===== src/rtl/avr_alu_pkg.sv =====
// shared codes and stream packing constants for the avr alu slice
// used by avr_alu_add_sub_movw_top and avr_alu_chk; no dependencies
`default_nettype none

package avr_alu_pkg;

  // register file size
  localparam int NUM_REGS_DEF = 32;

  // stream widths
  localparam int IN_TDATA_W  = 32;
  localparam int IN_TUSER_W  = 2;
  localparam int OUT_TDATA_W = 40;
  localparam int OUT_TUSER_W = 3;

  // host operation codes (in_tuser)
  localparam logic [1:0] OP_EXEC    = 2'd0;
  localparam logic [1:0] OP_WR_REG  = 2'd1;
  localparam logic [1:0] OP_RD_REG  = 2'd2;
  localparam logic [1:0] OP_WR_SREG = 2'd3;

  // reg_written codes
  localparam logic [1:0] WR_NONE = 2'd0;
  localparam logic [1:0] WR_BYTE = 2'd1;
  localparam logic [1:0] WR_PAIR = 2'd2;

  // instruction word bits 13..10 of the arithmetic group
  localparam logic [3:0] KIND_CPC = 4'b0001;
  localparam logic [3:0] KIND_SBC = 4'b0010;
  localparam logic [3:0] KIND_ADD = 4'b0011;
  localparam logic [3:0] KIND_CP  = 4'b0101;
  localparam logic [3:0] KIND_SUB = 4'b0110;
  localparam logic [3:0] KIND_ADC = 4'b0111;

  // bits 9..8 of the misc group
  localparam logic [1:0] MISC_NOP  = 2'b00;
  localparam logic [1:0] MISC_MOVW = 2'b01;

  // status register bit positions
  localparam int FLAG_C = 0;
  localparam int FLAG_Z = 1;
  localparam int FLAG_N = 2;
  localparam int FLAG_V = 3;
  localparam int FLAG_S = 4;
  localparam int FLAG_H = 5;

  // input tdata field offsets
  localparam int IN_WORD_LSB = 0;
  localparam int IN_HIDX_LSB = 16;
  localparam int IN_HVAL_LSB = 21;

  // output tdata / tuser field offsets
  localparam int OUT_DIDX_LSB  = 0;
  localparam int OUT_DVAL_LSB  = 5;
  localparam int OUT_SREG_LSB  = 21;
  localparam int OUT_RDATA_LSB = 29;
  localparam int OUT_PAD_W     = OUT_TDATA_W - 37;
  localparam int OUT_UNIMPL_BIT = 0;
  localparam int OUT_WR_LSB     = 1;

endpackage : avr_alu_pkg

`default_nettype wire


===== src/rtl/avr_alu_add_sub_movw_top.sv =====
// avr alu slice: decode, register file pair memory, flag logic, output register
// depends on avr_alu_pkg
// pipeline: memory read register, then execute into the output register
// throughput: one transaction per cycle while the output is not stalled, set by the single
//   pass through the pair memory read and write-back with one-entry write forwarding
// reset: status register cleared, per-register valid bits cleared so the
//   register file reads as zero until written; no clearing pass
`default_nettype none

module avr_alu_add_sub_movw_top #(
  parameter int NUM_REGS = avr_alu_pkg::NUM_REGS_DEF
) (
  input  wire logic                               clk,
  input  wire logic                               rst_n,
  input  wire logic                               in_tvalid,
  output logic                                    in_tready,
  // instr_word[15:0], host_reg_index[20:16], host_value[28:21], zero[31:29]
  input  wire logic [avr_alu_pkg::IN_TDATA_W-1:0] in_tdata,
  // op[1:0]
  input  wire logic [avr_alu_pkg::IN_TUSER_W-1:0] in_tuser,
  output logic                                    out_tvalid,
  input  wire logic                               out_tready,
  // dest_index[4:0], dest_value[20:5], status_after[28:21], read_data[36:29],
  // zero[39:37]
  output logic [avr_alu_pkg::OUT_TDATA_W-1:0]     out_tdata,
  // unimplemented[0], reg_written[2:1]
  output logic [avr_alu_pkg::OUT_TUSER_W-1:0]     out_tuser
);
  import avr_alu_pkg::*;

  localparam int ROWS = NUM_REGS / 2;
  localparam int RAW  = $clog2(ROWS);

  // input unpack
  logic [1:0]  in_op;
  logic [15:0] in_w;
  logic [4:0]  in_hidx;
  logic [7:0]  in_hval;
  logic [4:0]  in_r5;
  logic        in_acc;

  assign in_op   = in_tuser[1:0];
  assign in_w    = in_tdata[IN_WORD_LSB +: 16];
  assign in_hidx = in_tdata[IN_HIDX_LSB +: 5];
  assign in_hval = in_tdata[IN_HVAL_LSB +: 8];
  assign in_r5   = {in_w[9], in_w[3:0]};
  assign in_acc  = in_tvalid && in_tready;

  // read row selection: port a carries rd or the host register, port b rr or movw source
  logic [RAW-1:0] rd_a_row;
  logic [RAW-1:0] rd_b_row;

  always_comb begin
    if (in_op == OP_EXEC) begin
      rd_a_row = in_w[4+RAW:5];
    end else begin
      rd_a_row = in_hidx[RAW:1];
    end
    if (in_w[15:10] == 6'd0) begin
      rd_b_row = in_w[RAW-1:0];
    end else begin
      rd_b_row = in_r5[RAW:1];
    end
  end

  // pair memory: odd register in the high byte, even register in the low byte
  logic [15:0]    mem [ROWS];
  logic [15:0]    rd_a_q;
  logic [15:0]    rd_b_q;
  logic           wr_en;
  logic           wr_go;
  logic [RAW-1:0] wr_row;
  logic [1:0]     wr_be;
  logic [15:0]    wr_data;

  always_ff @(posedge clk) begin
    if (wr_go) begin
      if (wr_be[0]) begin
        mem[wr_row][7:0] <= wr_data[7:0];
      end
      if (wr_be[1]) begin
        mem[wr_row][15:8] <= wr_data[15:8];
      end
    end
    if (in_acc) begin
      rd_a_q <= mem[rd_a_row];
      rd_b_q <= mem[rd_b_row];
    end
  end

  // pipeline control
  logic s1_v_r;
  logic out_v_r;
  logic s1_adv;

  assign s1_adv    = s1_v_r && (!out_v_r || out_tready);
  assign in_tready = !s1_v_r || s1_adv;
  assign wr_go     = s1_adv && wr_en;

  // execute stage payload
  logic [1:0]     s1_op_r;
  logic [15:0]    s1_w_r;
  logic [4:0]     s1_hidx_r;
  logic [7:0]     s1_hval_r;
  logic [RAW-1:0] s1_a_row_r;
  logic [RAW-1:0] s1_b_row_r;

  always_ff @(posedge clk) begin
    if (in_acc) begin
      s1_op_r    <= in_op;
      s1_w_r     <= in_w;
      s1_hidx_r  <= in_hidx;
      s1_hval_r  <= in_hval;
      s1_a_row_r <= rd_a_row;
      s1_b_row_r <= rd_b_row;
    end
  end

  // state beside the memory: status, valid bits, last write for forwarding
  logic [7:0]            sreg_r;
  logic [7:0]            sreg_nxt;
  logic [ROWS-1:0][1:0]  vld_r;
  logic [RAW-1:0]        fwd_row_r;
  logic [1:0]            fwd_be_r;
  logic [15:0]           fwd_data_r;

  // read data with forwarding of the write that landed on the read edge
  logic [15:0] row_a;
  logic [15:0] row_b;

  always_comb begin
    for (int k = 0; k < 2; k++) begin
      if (fwd_be_r[k] && (fwd_row_r == s1_a_row_r)) begin
        row_a[8*k +: 8] = fwd_data_r[8*k +: 8];
      end else if (!vld_r[s1_a_row_r][k]) begin
        row_a[8*k +: 8] = 8'd0;
      end else begin
        row_a[8*k +: 8] = rd_a_q[8*k +: 8];
      end
      if (fwd_be_r[k] && (fwd_row_r == s1_b_row_r)) begin
        row_b[8*k +: 8] = fwd_data_r[8*k +: 8];
      end else if (!vld_r[s1_b_row_r][k]) begin
        row_b[8*k +: 8] = 8'd0;
      end else begin
        row_b[8*k +: 8] = rd_b_q[8*k +: 8];
      end
    end
  end

  // arithmetic group decode
  logic [3:0] kind;
  logic [4:0] d5;
  logic [4:0] r5;
  logic       alu_ok;
  logic       is_sub;
  logic       use_c;
  logic       store;
  logic       keepz;

  assign kind = s1_w_r[13:10];
  assign d5   = s1_w_r[8:4];
  assign r5   = {s1_w_r[9], s1_w_r[3:0]};

  always_comb begin
    alu_ok = 1'b1;
    is_sub = 1'b1;
    use_c  = 1'b0;
    store  = 1'b1;
    keepz  = 1'b0;
    case (kind)
      KIND_ADD: begin
        is_sub = 1'b0;
      end
      KIND_ADC: begin
        is_sub = 1'b0;
        use_c  = 1'b1;
      end
      KIND_SUB: begin
      end
      KIND_SBC: begin
        use_c = 1'b1;
        keepz = 1'b1;
      end
      KIND_CP: begin
        store = 1'b0;
      end
      KIND_CPC: begin
        use_c = 1'b1;
        keepz = 1'b1;
        store = 1'b0;
      end
      default: begin
        alu_ok = 1'b0;
      end
    endcase
  end

  // add / subtract and flags
  logic [7:0] opa;
  logic [7:0] opb;
  logic       cc;
  logic [8:0] sum9;
  logic [7:0] res;
  logic [7:0] vv;
  logic [7:0] hh;
  logic       zf;
  logic       nf;
  logic [7:0] alu_sreg;

  always_comb begin
    opa = d5[0] ? row_a[15:8] : row_a[7:0];
    opb = r5[0] ? row_b[15:8] : row_b[7:0];
    cc  = use_c && sreg_r[FLAG_C];
    if (is_sub) begin
      sum9 = {1'b0, opa} - {1'b0, opb} - {8'd0, cc};
      vv   = (opa & ~opb & ~sum9[7:0]) | (~opa & opb & sum9[7:0]);
      hh   = (~opa & opb) | (opb & sum9[7:0]) | (sum9[7:0] & ~opa);
    end else begin
      sum9 = {1'b0, opa} + {1'b0, opb} + {8'd0, cc};
      vv   = (opa & opb & ~sum9[7:0]) | (~opa & ~opb & sum9[7:0]);
      hh   = (opa & opb) | (opb & ~sum9[7:0]) | (~sum9[7:0] & opa);
    end
    res = sum9[7:0];
    nf  = res[7];
    if (keepz) begin
      zf = (res == 8'd0) ? sreg_r[FLAG_Z] : 1'b0;
    end else begin
      zf = (res == 8'd0);
    end
    alu_sreg = {sreg_r[7:6], hh[3], nf ^ vv[7], vv[7], nf, zf, sum9[8]};
  end

  // result and write-back selection
  logic        unimpl;
  logic [1:0]  written;
  logic [4:0]  didx;
  logic [15:0] dval;
  logic [7:0]  rdata;

  always_comb begin
    unimpl   = 1'b0;
    written  = WR_NONE;
    didx     = 5'd0;
    dval     = 16'd0;
    rdata    = 8'd0;
    sreg_nxt = sreg_r;
    wr_en    = 1'b0;
    wr_row   = '0;
    wr_be    = 2'b00;
    wr_data  = 16'd0;
    case (s1_op_r)
      OP_WR_REG: begin
        wr_en   = 1'b1;
        wr_row  = s1_hidx_r[RAW:1];
        wr_be   = s1_hidx_r[0] ? 2'b10 : 2'b01;
        wr_data = {s1_hval_r, s1_hval_r};
        written = WR_BYTE;
        didx    = s1_hidx_r;
        dval    = {8'd0, s1_hval_r};
      end
      OP_RD_REG: begin
        rdata = s1_hidx_r[0] ? row_a[15:8] : row_a[7:0];
      end
      OP_WR_SREG: begin
        sreg_nxt = s1_hval_r;
      end
      default: begin
        if (s1_w_r[15:10] == 6'd0) begin
          case (s1_w_r[9:8])
            MISC_NOP: begin
            end
            MISC_MOVW: begin
              wr_en   = 1'b1;
              wr_row  = s1_w_r[3+RAW:4];
              wr_be   = 2'b11;
              wr_data = row_b;
              written = WR_PAIR;
              didx    = {s1_w_r[7:4], 1'b0};
              dval    = row_b;
            end
            default: begin
              unimpl = 1'b1;
            end
          endcase
        end else if (s1_w_r[15:14] == 2'b00 && alu_ok) begin
          sreg_nxt = alu_sreg;
          if (store) begin
            wr_en   = 1'b1;
            wr_row  = d5[RAW:1];
            wr_be   = d5[0] ? 2'b10 : 2'b01;
            wr_data = {res, res};
            written = WR_BYTE;
            didx    = d5;
            dval    = {8'd0, res};
          end
        end else begin
          unimpl = 1'b1;
        end
      end
    endcase
  end

  // control and state registers
  always_ff @(posedge clk) begin
    if (!rst_n) begin
      s1_v_r   <= 1'b0;
      out_v_r  <= 1'b0;
      sreg_r   <= 8'd0;
      vld_r    <= '0;
      fwd_be_r <= 2'b00;
    end else begin
      if (in_acc) begin
        s1_v_r <= 1'b1;
      end else if (s1_adv) begin
        s1_v_r <= 1'b0;
      end
      if (s1_adv) begin
        out_v_r <= 1'b1;
        sreg_r  <= sreg_nxt;
      end else if (out_tready) begin
        out_v_r <= 1'b0;
      end
      if (wr_go) begin
        vld_r[wr_row] <= vld_r[wr_row] | wr_be;
        fwd_be_r      <= wr_be;
      end
    end
  end

  // forwarding payload
  always_ff @(posedge clk) begin
    if (wr_go) begin
      fwd_row_r  <= wr_row;
      fwd_data_r <= wr_data;
    end
  end

  // output register
  logic [OUT_TDATA_W-1:0] out_data_r;
  logic [OUT_TUSER_W-1:0] out_user_r;

  always_ff @(posedge clk) begin
    if (s1_adv) begin
      out_data_r <= {{OUT_PAD_W{1'b0}}, rdata, sreg_nxt, dval, didx};
      out_user_r <= {written, unimpl};
    end
  end

  assign out_tvalid = out_v_r;
  assign out_tdata  = out_data_r;
  assign out_tuser  = out_user_r;

endmodule : avr_alu_add_sub_movw_top

`default_nettype wire


===== config.mk =====
export PLATFORM = sky130hd
export DESIGN_NAME = avr_alu_add_sub_movw_top
export DESIGN_NICKNAME = d
export VERILOG_FILES = /design/src/rtl/avr_alu_pkg.sv /design/src/rtl/avr_alu_add_sub_movw_top.sv
export SDC_FILE = /design/constraint.sdc
export NUM_CORES = 1
export LEC_CHECK = 0
export BUFFER_PORTS_ARGS = -buffer_cell sky130_fd_sc_hd__buf_2
export CAP_MARGIN = 10
export CORE_ASPECT_RATIO = 0.8
export CORE_MARGIN = 8
export CORE_UTILIZATION = 45
export DETAILED_ROUTE_END_ITERATION = 10
export PLACE_DENSITY_LB_ADDON = 0.15
export SKIP_CTS_REPAIR_TIMING = 1
export SLEW_MARGIN = 25
export SYNTH_ARGS = -nofsm -noshare
export SYNTH_HDL_FRONTEND = slang
export SYNTH_SLANG_ARGS = --single-unit

===== constraint.sdc =====
create_clock -name clk -period 15.75 [get_ports clk]
set_clock_uncertainty 0.15 [all_clocks]
set_input_delay 3.15 -clock clk [delete_from_list [all_inputs] [get_ports clk]]
set_output_delay 3.15 -clock clk [all_outputs]
set_load 0.02 [all_outputs]

==> impl_metrics.csv <==
group,metric,value,unit
synth,yosys_warnings,0,
sta,rsz0062_at_grt,"false",
final_layout,drive_above_1_share,0.114,
clock_network,cts-buffers-inserted,45,
place,hpwlAfterDp,42500,um
pwr,p_sw_frac,0.246,
clock_network,cts_tree,"yes",
floorplan,row_count,71,
floorplan,pin_count,83,
synth,synth.avg_cell_area,10.3,um^2
synth,ys_ff_latch,428,
clock_network,h-tree-depth,2,
final_layout,area_growth,11.5,%
synth,synth_cell_types,73,
global_routing,grt_max_degree,83,
sta,setup-tns-final,0,ns
sta,worst-slew-pin-transition,1.08,ns
pwr,internal-power,1.96,mW
global_routing,gr-total-overflow,0,
pwr,p_sw,639,uW
sta,finalHoldViolCount,0,
final_layout,fillers,4078,
final_layout,fin_cells,2744,
global_routing,met1_usage,0.336,
synth,synthCells,2070,
pwr,p_comb_frac,0.092,
routing,drc,0,
routing,routed_wl,66100,um
global_routing,grt_pass1_wl,99200,um
final_layout,multiInputGateArea,8240,um^2
global_routing,antenna_found_initial,0,
global_routing,use_met2,0.368,
hold_path,hp-class,"flip-flop to flip-flop",
routing,via_per_inst,6.12,
routing,drt_iter0_markers,2267,
place,portBuffers,76,
floorplan,core_area,46800,um^2
sta,finalSetupViolCount,0,
synth,synth_edf_count,384,
routing,drtPass1Iterations,8,
run,drv_cap,0,
global_routing,grt_use_met3,0.0370,
floorplan,initial_core_util,0.454,
pwr,leakage,8.70,nW
clock_network,cts-root-buf,"clkbuf_16",
synth,yosysSeqAreaShare,0.583,
synth,async_flop_share,0,
place,dp.cells,2660,
floorplan,die-width,259,um
place,pre_cts_ws,8.35,ns
routing,wl_per_cell,24.1,um
synth,synth-main-ff-cell,"edfxtp_1",
final_layout,design_area,23700,um^2
outcome,status,"finished clean",
global_routing,grt_pass1_vias,16000,
clock_network,clock_path_buffers,3,
sta,finalCritPeriodShare,0.449,
sta,fin_hold_ws,0.316,ns
place,place_area,22200,um^2
place,place_congestion,0.949,
final_layout,antenna_cells,0,
routing,ant_nets,0,
pwr,clockPowerShare,0.417,
floorplan,die_area,54500,um^2
sta,slew-limit-headroom,0.273,
final_layout,regArea,12400,um^2
clock_network,clkLatencyLatePin,0.59,ns
pwr,total_power,2.59,mW
setup_path,crit_type,"primary input to output port",
synth,synth_area,21300,um^2
pwr,p_per_area,109,nW/um^2
setup_path,endpoint_kind,"output port",
sta,period_minus_slack,7.07,ns
setup_path,cp-start-kind,"primary input",
routing,dr_total_vias,16800,
floorplan,die_h,210,um
sta,timing.final.max_slew_violations,0,
sta,fmax,0.141,GHz
clock_network,cts_sinks,428,
clock_network,clk_pin_slew,0.06,ns
setup_path,crit_arrival,3.77,ns
sta,fin_ws,8.68,ns
pwr,p_seq_frac,0.492,
setup_path,r2r_slack,9.01,ns
global_routing,track_usage,0.236,
pwr,ir_worst_vdd,0.0766,mV
global_routing,grt-busiest-layer,"met2",
final_layout,nets,2155,
setup_path,cp_max_fo,4,
final_layout,final_core_util,0.507,
setup_path,required,12.45,ns
==> synth_stat cells (all sizes together) (3+ instances only) <==
cell type	n	share of area
ha	25	0.015
fa	5	0.0047
a22oi	21	0.0074
mux4	18	0.019
a2111oi	5	0.0030
o21a	5	0.0018
nor2b	7	0.0021
a21o	4	0.0014
nor4	6	0.0024
and2	18	0.0053
o211ai	3	0.0011
clkinv	3	0.00053
inv	41	0.0072
a22o	6	0.0025
edfxtp	384	0.54
o21ai	55	0.013
a31oi	34	0.010
nand2b	5	0.0015
a21boi	4	0.0014
mux2	5	0.0026
nand3	275	0.065
xor2	10	0.0041
mux2i	42	0.020
a311oi	64	0.026
nor3	9	0.0026
and3	48	0.014
xnor2	10	0.0041
clkbuf	104	0.018
o221a	8	0.0042
a21oi	57	0.013
nand2	584	0.10
nor3b	3	0.0011
dfxtp	44	0.041
buf	39	0.0092
nand4	3	0.0012
nor2	85	0.015
==> cell type report <==
| type | instances | area share |
|---|---|---|
| sequential | 428 | 0.523 |
| clock buffer | 64 | 0.0540 |
| inverter | 44 | 0.00717 |
| multi-input combinational | 1457 | 0.347 |
| timing repair buffer | 111 | 0.0271 |
| tap | 620 | 0.0327 |
| clock inverter | 20 | 0.00833 |
==> critical path, cell delays in order <==
cell and delay, ns:
buf_2 0.10, nor2b_1 0.24, nand2_1 0.11, buf_2 0.17
==> routing by layer <==
| layer | routed length (um) | vias up |
|---|---|---|
| met5 | 0 | - |
| met4 | 2090 | 0 |
| met3 | 6530 | 172 |
| met2 | 29600 | 932 |
| met1 | 27900 | 8163 |
| li1 | - | 7537 |
==> cells in the final DEF (no fill, tap or decap), types with 34 or more instances in the layout <==
master and instances:
and3_1 48, buf_4 35, buf_2 76, o21ai_0 40, a21oi_1 57, nand2_1 584
a311oi_1 64, nand3_1 275, inv_1 34, clkbuf_16 47, nor2_1 84, dfxtp_1 44
edfxtp_1 384
==> kinds of logic after synthesis <==
group	share of synthesized area
and+or+nand+nor	0.216
adders and majority gates	0.0194
AOI/OAI and AO/OA	0.0959
buffers and inverters	0.0353
xor gates and xnor gates	0.00823
DFF	0.583
other	0.000176
muxes	0.0416
==> state kept, by name, summed over array words and instances (netlist names) <==
name and flops:
fwd_be_r 2, fwd_data_r 16, fwd_row_r 4, mem 256
out_tdata 37, out_tuser 3, out_tvalid 1, rd_a_q 16
rd_b_q 16, s1_a_row_r 4, s1_b_row_r 4, s1_hidx_r 5
s1_hval_r 8, s1_op_r 2, s1_v_r 1, s1_w_r 13
sreg_r 8, vld_r 32
==> power by group through the flow <==
stage                     Clock [mW]  Combinational (mW)  Sequential, mW
after floorplan                    0               0.144            1.30
after global placement             0               0.228            1.30
after detailed placement           0               0.231            1.30
after CTS                       1.10               0.232            1.28
after global routing            1.14               0.253            1.28
final                           1.08               0.238            1.28
==> path summary, 6_finish.rpt <==
check                                             start                     end  depth (start not counted)
worst max register to register  s1_b_row_r[0]$_DFFE_PP_    mem[12][7]$_DFFE_PP_                         15
worst min register to register   sreg_r[6]$_SDFFE_PN0P_  sreg_r[6]$_SDFFE_PN0P_                          2
worst max-delay path                         out_tready               in_tready                          4
worst min-delay path             sreg_r[6]$_SDFFE_PN0P_  sreg_r[6]$_SDFFE_PN0P_                          2
Note: power is estimated with default switching activity, not from simulation.
